<file path="src/hw/rtl/ptbp_pkg.sv">
// Package for the pulse train builder and player.
// Holds the store geometry, request codes and the structs shared between the modules.
// Depends on nothing.
package ptbp_pkg;

   // Store geometry.
   localparam int STORE_DEPTH = 1024;
   localparam int ADDR_W      = $clog2(STORE_DEPTH);
   localparam int CNT_W       = $clog2(STORE_DEPTH + 1);

   // Field widths.
   localparam int DUR_W = 30;
   localparam int REP_W = 16;
   localparam logic [DUR_W-1:0] DUR_MAX = {DUR_W{1'b1}};

   // Request codes.
   typedef enum logic [2:0] {
      REQ_APPEND = 3'd0,
      REQ_CLEAR  = 3'd1,
      REQ_START  = 3'd2,
      REQ_YIELD  = 3'd3,
      REQ_STOP   = 3'd4
   } req_code_type;

   // Input transaction payload.
   typedef struct packed {
      logic [2:0]       req_type;
      logic             seg_level;
      logic [DUR_W-1:0] seg_duration;
   } req_data_type;

   // Result transaction payload.
   typedef struct packed {
      logic             out_level;
      logic [DUR_W-1:0] out_duration;
      logic             end_marker;
      logic [CNT_W-1:0] entry_count;
      logic             dropped;
      logic             running;
   } rsp_data_type;

   // One stored segment.
   typedef struct packed {
      logic             level;
      logic [DUR_W-1:0] duration;
   } entry_type;

   // Store access issued by the controller.
   typedef struct packed {
      logic              wr_en;
      logic [ADDR_W-1:0] wr_addr;
      entry_type         wr_data;
      logic              rd_en;
      logic [ADDR_W-1:0] rd_addr;
   } mem_cmd_type;

   // Result fields known at accept time; the segment may still come from the store.
   typedef struct packed {
      logic             yield_hit;
      logic             use_last;
      entry_type        last_entry;
      logic             end_marker;
      logic [CNT_W-1:0] entry_count;
      logic             dropped;
      logic             running;
   } stage_type;

endpackage

</file>
<file path="src/hw/rtl/ptbp_ctrl.sv">
// Controller: decodes each transaction, updates counters and playback state,
// and issues store accesses. Depends on ptbp_pkg.
module ptbp_ctrl (
   input  logic                                  clock,
   input  logic                                  reset,
   input  logic                                  csr_wr_en,
   input  logic [ptbp_pkg::REP_W-1:0]            csr_wr_data,
   input  logic                                  take,
   input  ptbp_pkg::req_data_type                req_data,
   output ptbp_pkg::mem_cmd_type                 mem_cmd,
   output ptbp_pkg::stage_type                   stage
);

   logic [ptbp_pkg::REP_W-1:0]  repeat_count_ff;
   logic [ptbp_pkg::CNT_W-1:0]  count_ff, count_in;
   logic [ptbp_pkg::ADDR_W-1:0] index_ff, index_in;
   logic [ptbp_pkg::REP_W-1:0]  repeats_ff, repeats_in;
   logic                        active_ff, active_in;
   ptbp_pkg::entry_type         last_ff, last_in;

   logic [ptbp_pkg::ADDR_W-1:0] last_addr;
   logic [ptbp_pkg::DUR_W:0]    dur_sum;
   logic [ptbp_pkg::DUR_W-1:0]  dur_sat;
   logic [ptbp_pkg::ADDR_W-1:0] play_addr;
   logic [ptbp_pkg::CNT_W-1:0]  play_next;
   logic                        is_yield;
   logic                        use_last;
   logic                        is_end;
   logic                        is_drop;

   // Configuration register.
   always_ff @(posedge clock) begin
      if (reset) begin
         repeat_count_ff <= ptbp_pkg::REP_W'(1);
      end else if (csr_wr_en) begin
         repeat_count_ff <= csr_wr_data;
      end
   end

   // Shared terms: last stored entry, merged duration, playback position.
   assign last_addr = ptbp_pkg::ADDR_W'(count_ff - 1'b1);
   assign dur_sum   = {1'b0, last_ff.duration} + {1'b0, req_data.seg_duration};
   assign dur_sat   = dur_sum[ptbp_pkg::DUR_W] ? ptbp_pkg::DUR_MAX
                                               : dur_sum[ptbp_pkg::DUR_W-1:0];
   assign play_addr = ({1'b0, index_ff} >= count_ff) ? '0 : index_ff;
   assign play_next = ptbp_pkg::CNT_W'(play_addr) + 1'b1;

   // Request decode and next state.
   always_comb begin
      count_in   = count_ff;
      index_in   = index_ff;
      repeats_in = repeats_ff;
      active_in  = active_ff;
      last_in    = last_ff;
      mem_cmd    = '0;
      is_yield   = 1'b0;
      use_last   = 1'b0;
      is_end     = 1'b0;
      is_drop    = 1'b0;
      unique case (req_data.req_type)
         ptbp_pkg::REQ_APPEND: begin
            if (count_ff != '0 && last_ff.level == req_data.seg_level) begin
               // Same level as the last segment: extend it.
               last_in.duration = dur_sat;
               mem_cmd.wr_en    = take;
               mem_cmd.wr_addr  = last_addr;
               mem_cmd.wr_data  = last_in;
            end else if (count_ff < ptbp_pkg::CNT_W'(ptbp_pkg::STORE_DEPTH)) begin
               last_in.level    = req_data.seg_level;
               last_in.duration = req_data.seg_duration;
               mem_cmd.wr_en    = take;
               mem_cmd.wr_addr  = count_ff[ptbp_pkg::ADDR_W-1:0];
               mem_cmd.wr_data  = last_in;
               count_in         = count_ff + 1'b1;
            end else begin
               is_drop = 1'b1;
            end
         end
         ptbp_pkg::REQ_CLEAR: begin
            count_in = '0;
            index_in = '0;
         end
         ptbp_pkg::REQ_START: begin
            repeats_in = repeat_count_ff;
            index_in   = '0;
            active_in  = 1'b1;
         end
         ptbp_pkg::REQ_YIELD: begin
            if (repeats_ff == '0 || !active_ff || count_ff == '0) begin
               active_in = 1'b0;
               is_end    = 1'b1;
            end else begin
               is_yield        = 1'b1;
               // The last entry may have been merged just now; take it from the register.
               use_last        = (play_addr == last_addr);
               mem_cmd.rd_en   = take;
               mem_cmd.rd_addr = play_addr;
               if (play_next == count_ff) begin
                  repeats_in = repeats_ff - 1'b1;
                  index_in   = '0;
               end else begin
                  index_in = play_next[ptbp_pkg::ADDR_W-1:0];
               end
            end
         end
         ptbp_pkg::REQ_STOP: begin
            active_in = 1'b0;
            index_in  = '0;
         end
         default: begin
         end
      endcase
   end

   // Playback and count state.
   always_ff @(posedge clock) begin
      if (reset) begin
         count_ff   <= '0;
         index_ff   <= '0;
         repeats_ff <= '0;
         active_ff  <= 1'b0;
      end else if (take) begin
         count_ff   <= count_in;
         index_ff   <= index_in;
         repeats_ff <= repeats_in;
         active_ff  <= active_in;
      end
   end

   // Copy of the last stored segment.
   always_ff @(posedge clock) begin
      if (take) begin
         last_ff <= last_in;
      end
   end

   // Fields handed to the result register.
   always_comb begin
      stage.yield_hit   = is_yield;
      stage.use_last    = use_last;
      stage.last_entry  = last_ff;
      stage.end_marker  = is_end;
      stage.entry_count = count_in;
      stage.dropped     = is_drop;
      stage.running     = active_in;
   end

endmodule

</file>
<file path="config.mk">
export PLATFORM = sky130hd
export DESIGN_NAME = ptbp_ctrl
export DESIGN_NICKNAME = d
export VERILOG_FILES = /design/src/hw/rtl/ptbp_pkg.sv /design/src/hw/rtl/ptbp_ctrl.sv
export SDC_FILE = /design/constraint.sdc
export NUM_CORES = 1
export LEC_CHECK = 0
export ABC_AREA = 1
export BUFFER_PORTS_ARGS = -buffer_cell sky130_fd_sc_hd__clkbuf_2
export CORE_MARGIN = 2
export CORE_UTILIZATION = 56
export DETAILED_ROUTE_END_ITERATION = 10
export HOLD_SLACK_MARGIN = 0.1
export PLACE_DENSITY = 0.82
export REMOVE_ABC_BUFFERS = 1
export SLEW_MARGIN = 40
export SYNTH_ARGS = -nofsm -noshare
export SYNTH_HDL_FRONTEND = slang
export SYNTH_SLANG_ARGS = --single-unit
</file>
<file path="constraint.sdc">
create_clock -name clock -period 4.43 [get_ports clock]
set_input_delay 0 -clock clock [delete_from_list [all_inputs] [get_ports clock]]
set_output_delay 0 -clock clock [all_outputs]
set_load 0.005 [all_outputs]
</file>
==> summary.log <==
[yosys] sequential share of the synthesized area 27.8%
[yosys] Seq cells post-synth 85
[routing] final WL 23.2 mm
[routing] vias post-DR 8246
[finish] fraction of final layout cells sized beyond drive strength 1 15.7%
[power_and_ir_drop] combinational power share 27.9%
[worst_setup_path] critical path class flip-flop to flip-flop
[finish] net count reported at finish 1394
[worst_setup_path] critical path fanouts, max 18
[routing] post-route antenna net violation count 0
[finish] # diodes 0
[power_and_ir_drop] sequential power share 36.9%
[yosys] total standard cell area after synthesis 0.00723 mm²
[clock_tree] number of buffers created by CTS 9
[worst_setup_path] crit-path leading delay family simple AND/OR/NAND/NOR gates
[finish] most common library cell in the layout ignoring fill and taps nand2_1
[global_route] global-route wire length before repair 37.8 mm
[clock_tree] root buffer cell clkbuf_16
[worst_setup_path] Worst EP required 4.72 ns
[routing] initial detailed-routing violation count 697
[timing] Slew HR 43.9%
[timing] Clock Skew 0.00626 ns
[timing] post-layout minimum cycle time 4.07 ns
[timing] setup total negative slack 0 ns
[worst_hold_path] kind of path behind the tightest hold check input port to flip-flop
[clock_tree] clock tree from TritonCTS done
[worst_setup_path] Critical Path Sink Type flip-flop
[clock_tree] post-CTS clock slew at the launch and capture registers of the worst setup and hold paths 0.07 ns
[power_and_ir_drop] part of the power in the clock network 35.2%
[finish] area of the multi-input gates 0.00444 mm²
[worst_setup_path] Slowest Stage Delay on Critical Path 0.51 ns
[clock_tree] clock latency on the worst-skew pair 0.36 ns
[timing] worst hold slack across all endpoints 0.144 ns
[yosys] most instantiated flip-flop cell in the synthesis netlist dfxtp_1
[power_and_ir_drop] maximum ir drop on the vdd rail 0.000203 V
[worst_setup_path] arrival time of the worst setup path 4.36 ns
[power_and_ir_drop] pwr dens 264 mW/mm²
[floorplanning] effective utilization at floorplan 57.3%
[finish] number of fill cells in the layout 1057
[global_route] initial antenna violation count 0
[worst_setup_path] most used cell along the critical path nand2_1
[worst_setup_path] cells along the critical path inv_1 -> ha_1 -> nand2_1 -> nor2_1 -> nor2_1 -> o21ai_2 -> nor2_4 -> nand2_1 -> inv_1 -> ha_1 -> nand4_2 -> nand2_1 -> nand2_1 -> nand2_1 -> nand2_1 -> nor2_1 -> nand2_1 -> nor2_1 -> nand2_2 -> nand2_4 -> nand2_4 -> nand2_1 -> nand2_1 -> nor2_1
[timing] Final period util 91.8%
[timing] Worst Max-Slew Pin Slew 0.838 ns
[finish] Area Overhead vs Synth 24.2%
[timing] final count of negative-setup-slack endpoints 0
[timing] Peak Freq 246 MHz
[worst_setup_path] crit start category flip-flop
[job] # Max-Cap Violations 0
[clock_tree] Clock Sinks 85
[timing] total count of max-transition violations in the final report 0
[power_and_ir_drop] internal power component 0.00159 W
[routing] DRC violations left 0
[clock_tree] CTS Buffer Depth 2
[floorplanning] Die Outline Area 0.0138 mm²
[clock_tree] depth of the CTS H-tree 3
[yosys] number of distinct library cell variants in the gate-level netlist after synthesis 48
[yosys] cell count after synthesis 1107
[floorplanning] Die X-Extent 118 µm
[finish] FF+latch area 0.00201 mm²
[floorplanning] chip height 118 µm
[worst_setup_path] worst reg-to-reg setup slack 0.36 ns
[power_and_ir_drop] Leak 4.41 nW
[power_and_ir_drop] net switching power 0.000781 W
[yosys] number of synthesized flops with an enable pin 31
[yosys] Synth Area per Inst 6.53 µm²
[floorplanning] number of top-level pins 154
[worst_setup_path] Slowest cell on crit path dfxtp_1
[timing] number of failing hold endpoints at the final stage 0
[global_route] via count of the first global-routing pass 7743
[finish] top library cells by usage in the layout, fill and taps aside 209 x nand2_1, 172 x nor2_1, 153 x clkbuf_2
[routing] DR WL/cell 15.8 µm
[yosys] count of synthesis-stage warnings from yosys 0
[place] Port-buffer cells 153
[timing] setup repair after global routing missed its margin false
[yosys] share of flip-flops with an asynchronous set or reset 0%
[global_route] overflow left after global routing 0
[routing] count of TritonRoute iterations in the first routing pass 7
[floorplanning] core area 0.0126 mm²
[routing] number of vias per cell 5.61
[place] routability congestion estimate 0.973
[power_and_ir_drop] net switching fraction of the power 33.0%
[place] Final HPWL DP 16.5 mm
[worst_setup_path] number of buffers and inverters on the critical path 2
[global_route] largest net degree at the start of global routing 36
[floorplanning] # rows 41
[global_route] overall fraction of global-route tracks in use 33.4%
[run_status] run status completed
==> power by group through the flow <==
stage               registers, W  logic (W)  clock network, W
floorplan               0.000883   0.000404                 0
global placement        0.000887   0.000589                 0
detailed placement      0.000888   0.000596                 0
CTS                     0.000871   0.000641          0.000832
global route            0.000875   0.000732          0.000864
finish                  0.000872   0.000661          0.000833
==> path summary, 6_finish.rpt <==
kind | startpoint | end | depth (start not counted)
worst max-delay path | count_ff[2] | repeats_ff[10] | 24
worst min-delay path | csr_wr_en | repeat_count_ff[8] | 3
worst max register to register | count_ff[2] | repeats_ff[10] | 24
worst min register to register | repeat_count_ff[13] | repeat_count_ff[13] | 2
==> layout make-up <==
cell class | count | area share (%)
multi-input combinational | 827 | 49.4
sequential | 85 | 22.4
timing repair buffer | 221 | 15.8
inverter | 150 | 6.36
clock buffer | 12 | 2.98
tap | 172 | 2.40
clock inverter | 4 | 0.586
==> metal layers <==
metal	global-route usage (%)	part of all wire, %	vias to the layer above
met5	0	0	-
met4	13.8	3.1	0
met3	5.52	7.9	63
met2	54.9	46	397
met1	43.5	43	3745
li1	-	-	4041
==> metrics by stage <==
step | instances | worst slack [ns] | util [%] | area, µm² | total power (W)
after floorplan | 1062 | 0.302 | - | 7010 | 0.00129
after global placement | 1398 | 0.639 | 64.0 | 8080 | 0.00148
after detailed placement | 1398 | 0.542 | 64.0 | 8080 | 0.00148
after CTS | 1471 | 0.497 | 71.1 | 8970 | 0.00234
after global routing | 1471 | 0.0139 | 71.1 | 8970 | 0.00247
final | 1471 | 0.364 | 71.1 | 8970 | 0.00237
==> sequential cells by signal, summed over array words and instances, names as in the netlist <==
register         flops
repeat_count_ff     16
active_ff            1
repeats_ff          16
count_ff            11
stage               31
index_ff            10
==> repair_timing <==
action                                  in CTS  in global routing
buffers inserted                             0                  0
endpoints found under the setup margin       0                 25
hold endpoints to repair                    51                  0
hold buffers                                57                  0
resized for setup                            0                  2
==> worst reg2reg max path, stage by stage, from the launching register on <==
cell	delay, ns
dfxtp_1	0.51
inv_1	0.18
ha_1	0.34
nand2_1	0.09
nor2_1	0.05
nor2_1	0.19
o21ai_2	0.11
nor2_4	0.29
nand2_1	0.18
inv_1	0.11
ha_1	0.21
nand4_2	0.17
nand2_1	0.13
nand2_1	0.08
nand2_1	0.06
nand2_1	0.05
nor2_1	0.16
nand2_1	0.07
nor2_1	0.13
nand2_2	0.21
nand2_4	0.26
nand2_4	0.16
nand2_1	0.09
nand2_1	0.05
nor2_1	0.11
==> Yosys cell counts, types with 3 or more instances <==
cell type | n | area share [%]
nand3b_1 | 5 | 0.52
inv_1 | 146 | 7.6
buf_2 | 5 | 0.35
nand3_1 | 56 | 3.9
a211oi_1 | 19 | 2.0
dfxtp_1 | 54 | 15
xor2_1 | 26 | 3.2
nor2_1 | 173 | 9.0
clkinv_1 | 3 | 0.16
buf_6 | 3 | 0.47
o211ai_1 | 3 | 0.31
o21a_1 | 3 | 0.31
a21boi_0 | 3 | 0.31
o22ai_1 | 12 | 1.0
nor2_2 | 4 | 0.35
or2_2 | 3 | 0.26
a22oi_1 | 6 | 0.62
nand2_1 | 209 | 11
o21ai_0 | 71 | 4.9
xnor2_1 | 18 | 2.2
nand2_2 | 4 | 0.35
ha_1 | 45 | 7.8
a21oi_1 | 98 | 6.8
o21bai_1 | 3 | 0.31
nor4_1 | 7 | 0.61
a31oi_1 | 9 | 0.78
nor3_1 | 13 | 0.90
edfxtp_1 | 31 | 13
nand4_1 | 15 | 1.3
clkbuf_1 | 30 | 1.6
buf_4 | 5 | 0.52
and3_1 | 3 | 0.26
==> cell families after synthesis <==
logic type / count (synthesis) / synth area share [%]
AO/OA/AOI/OAI: 236 / 18.4
multiplexers: 1 / 0.139
XOR/XNOR: 44 / 5.33
AND/OR/NAND/NOR: 500 / 29.5
buffers and inverters: 195 / 10.8
flip-flops: 85 / 27.8
adder cells (fa/ha/maj): 46 / 8.07
No activity file was read; power rests on OpenSTA's default activity.
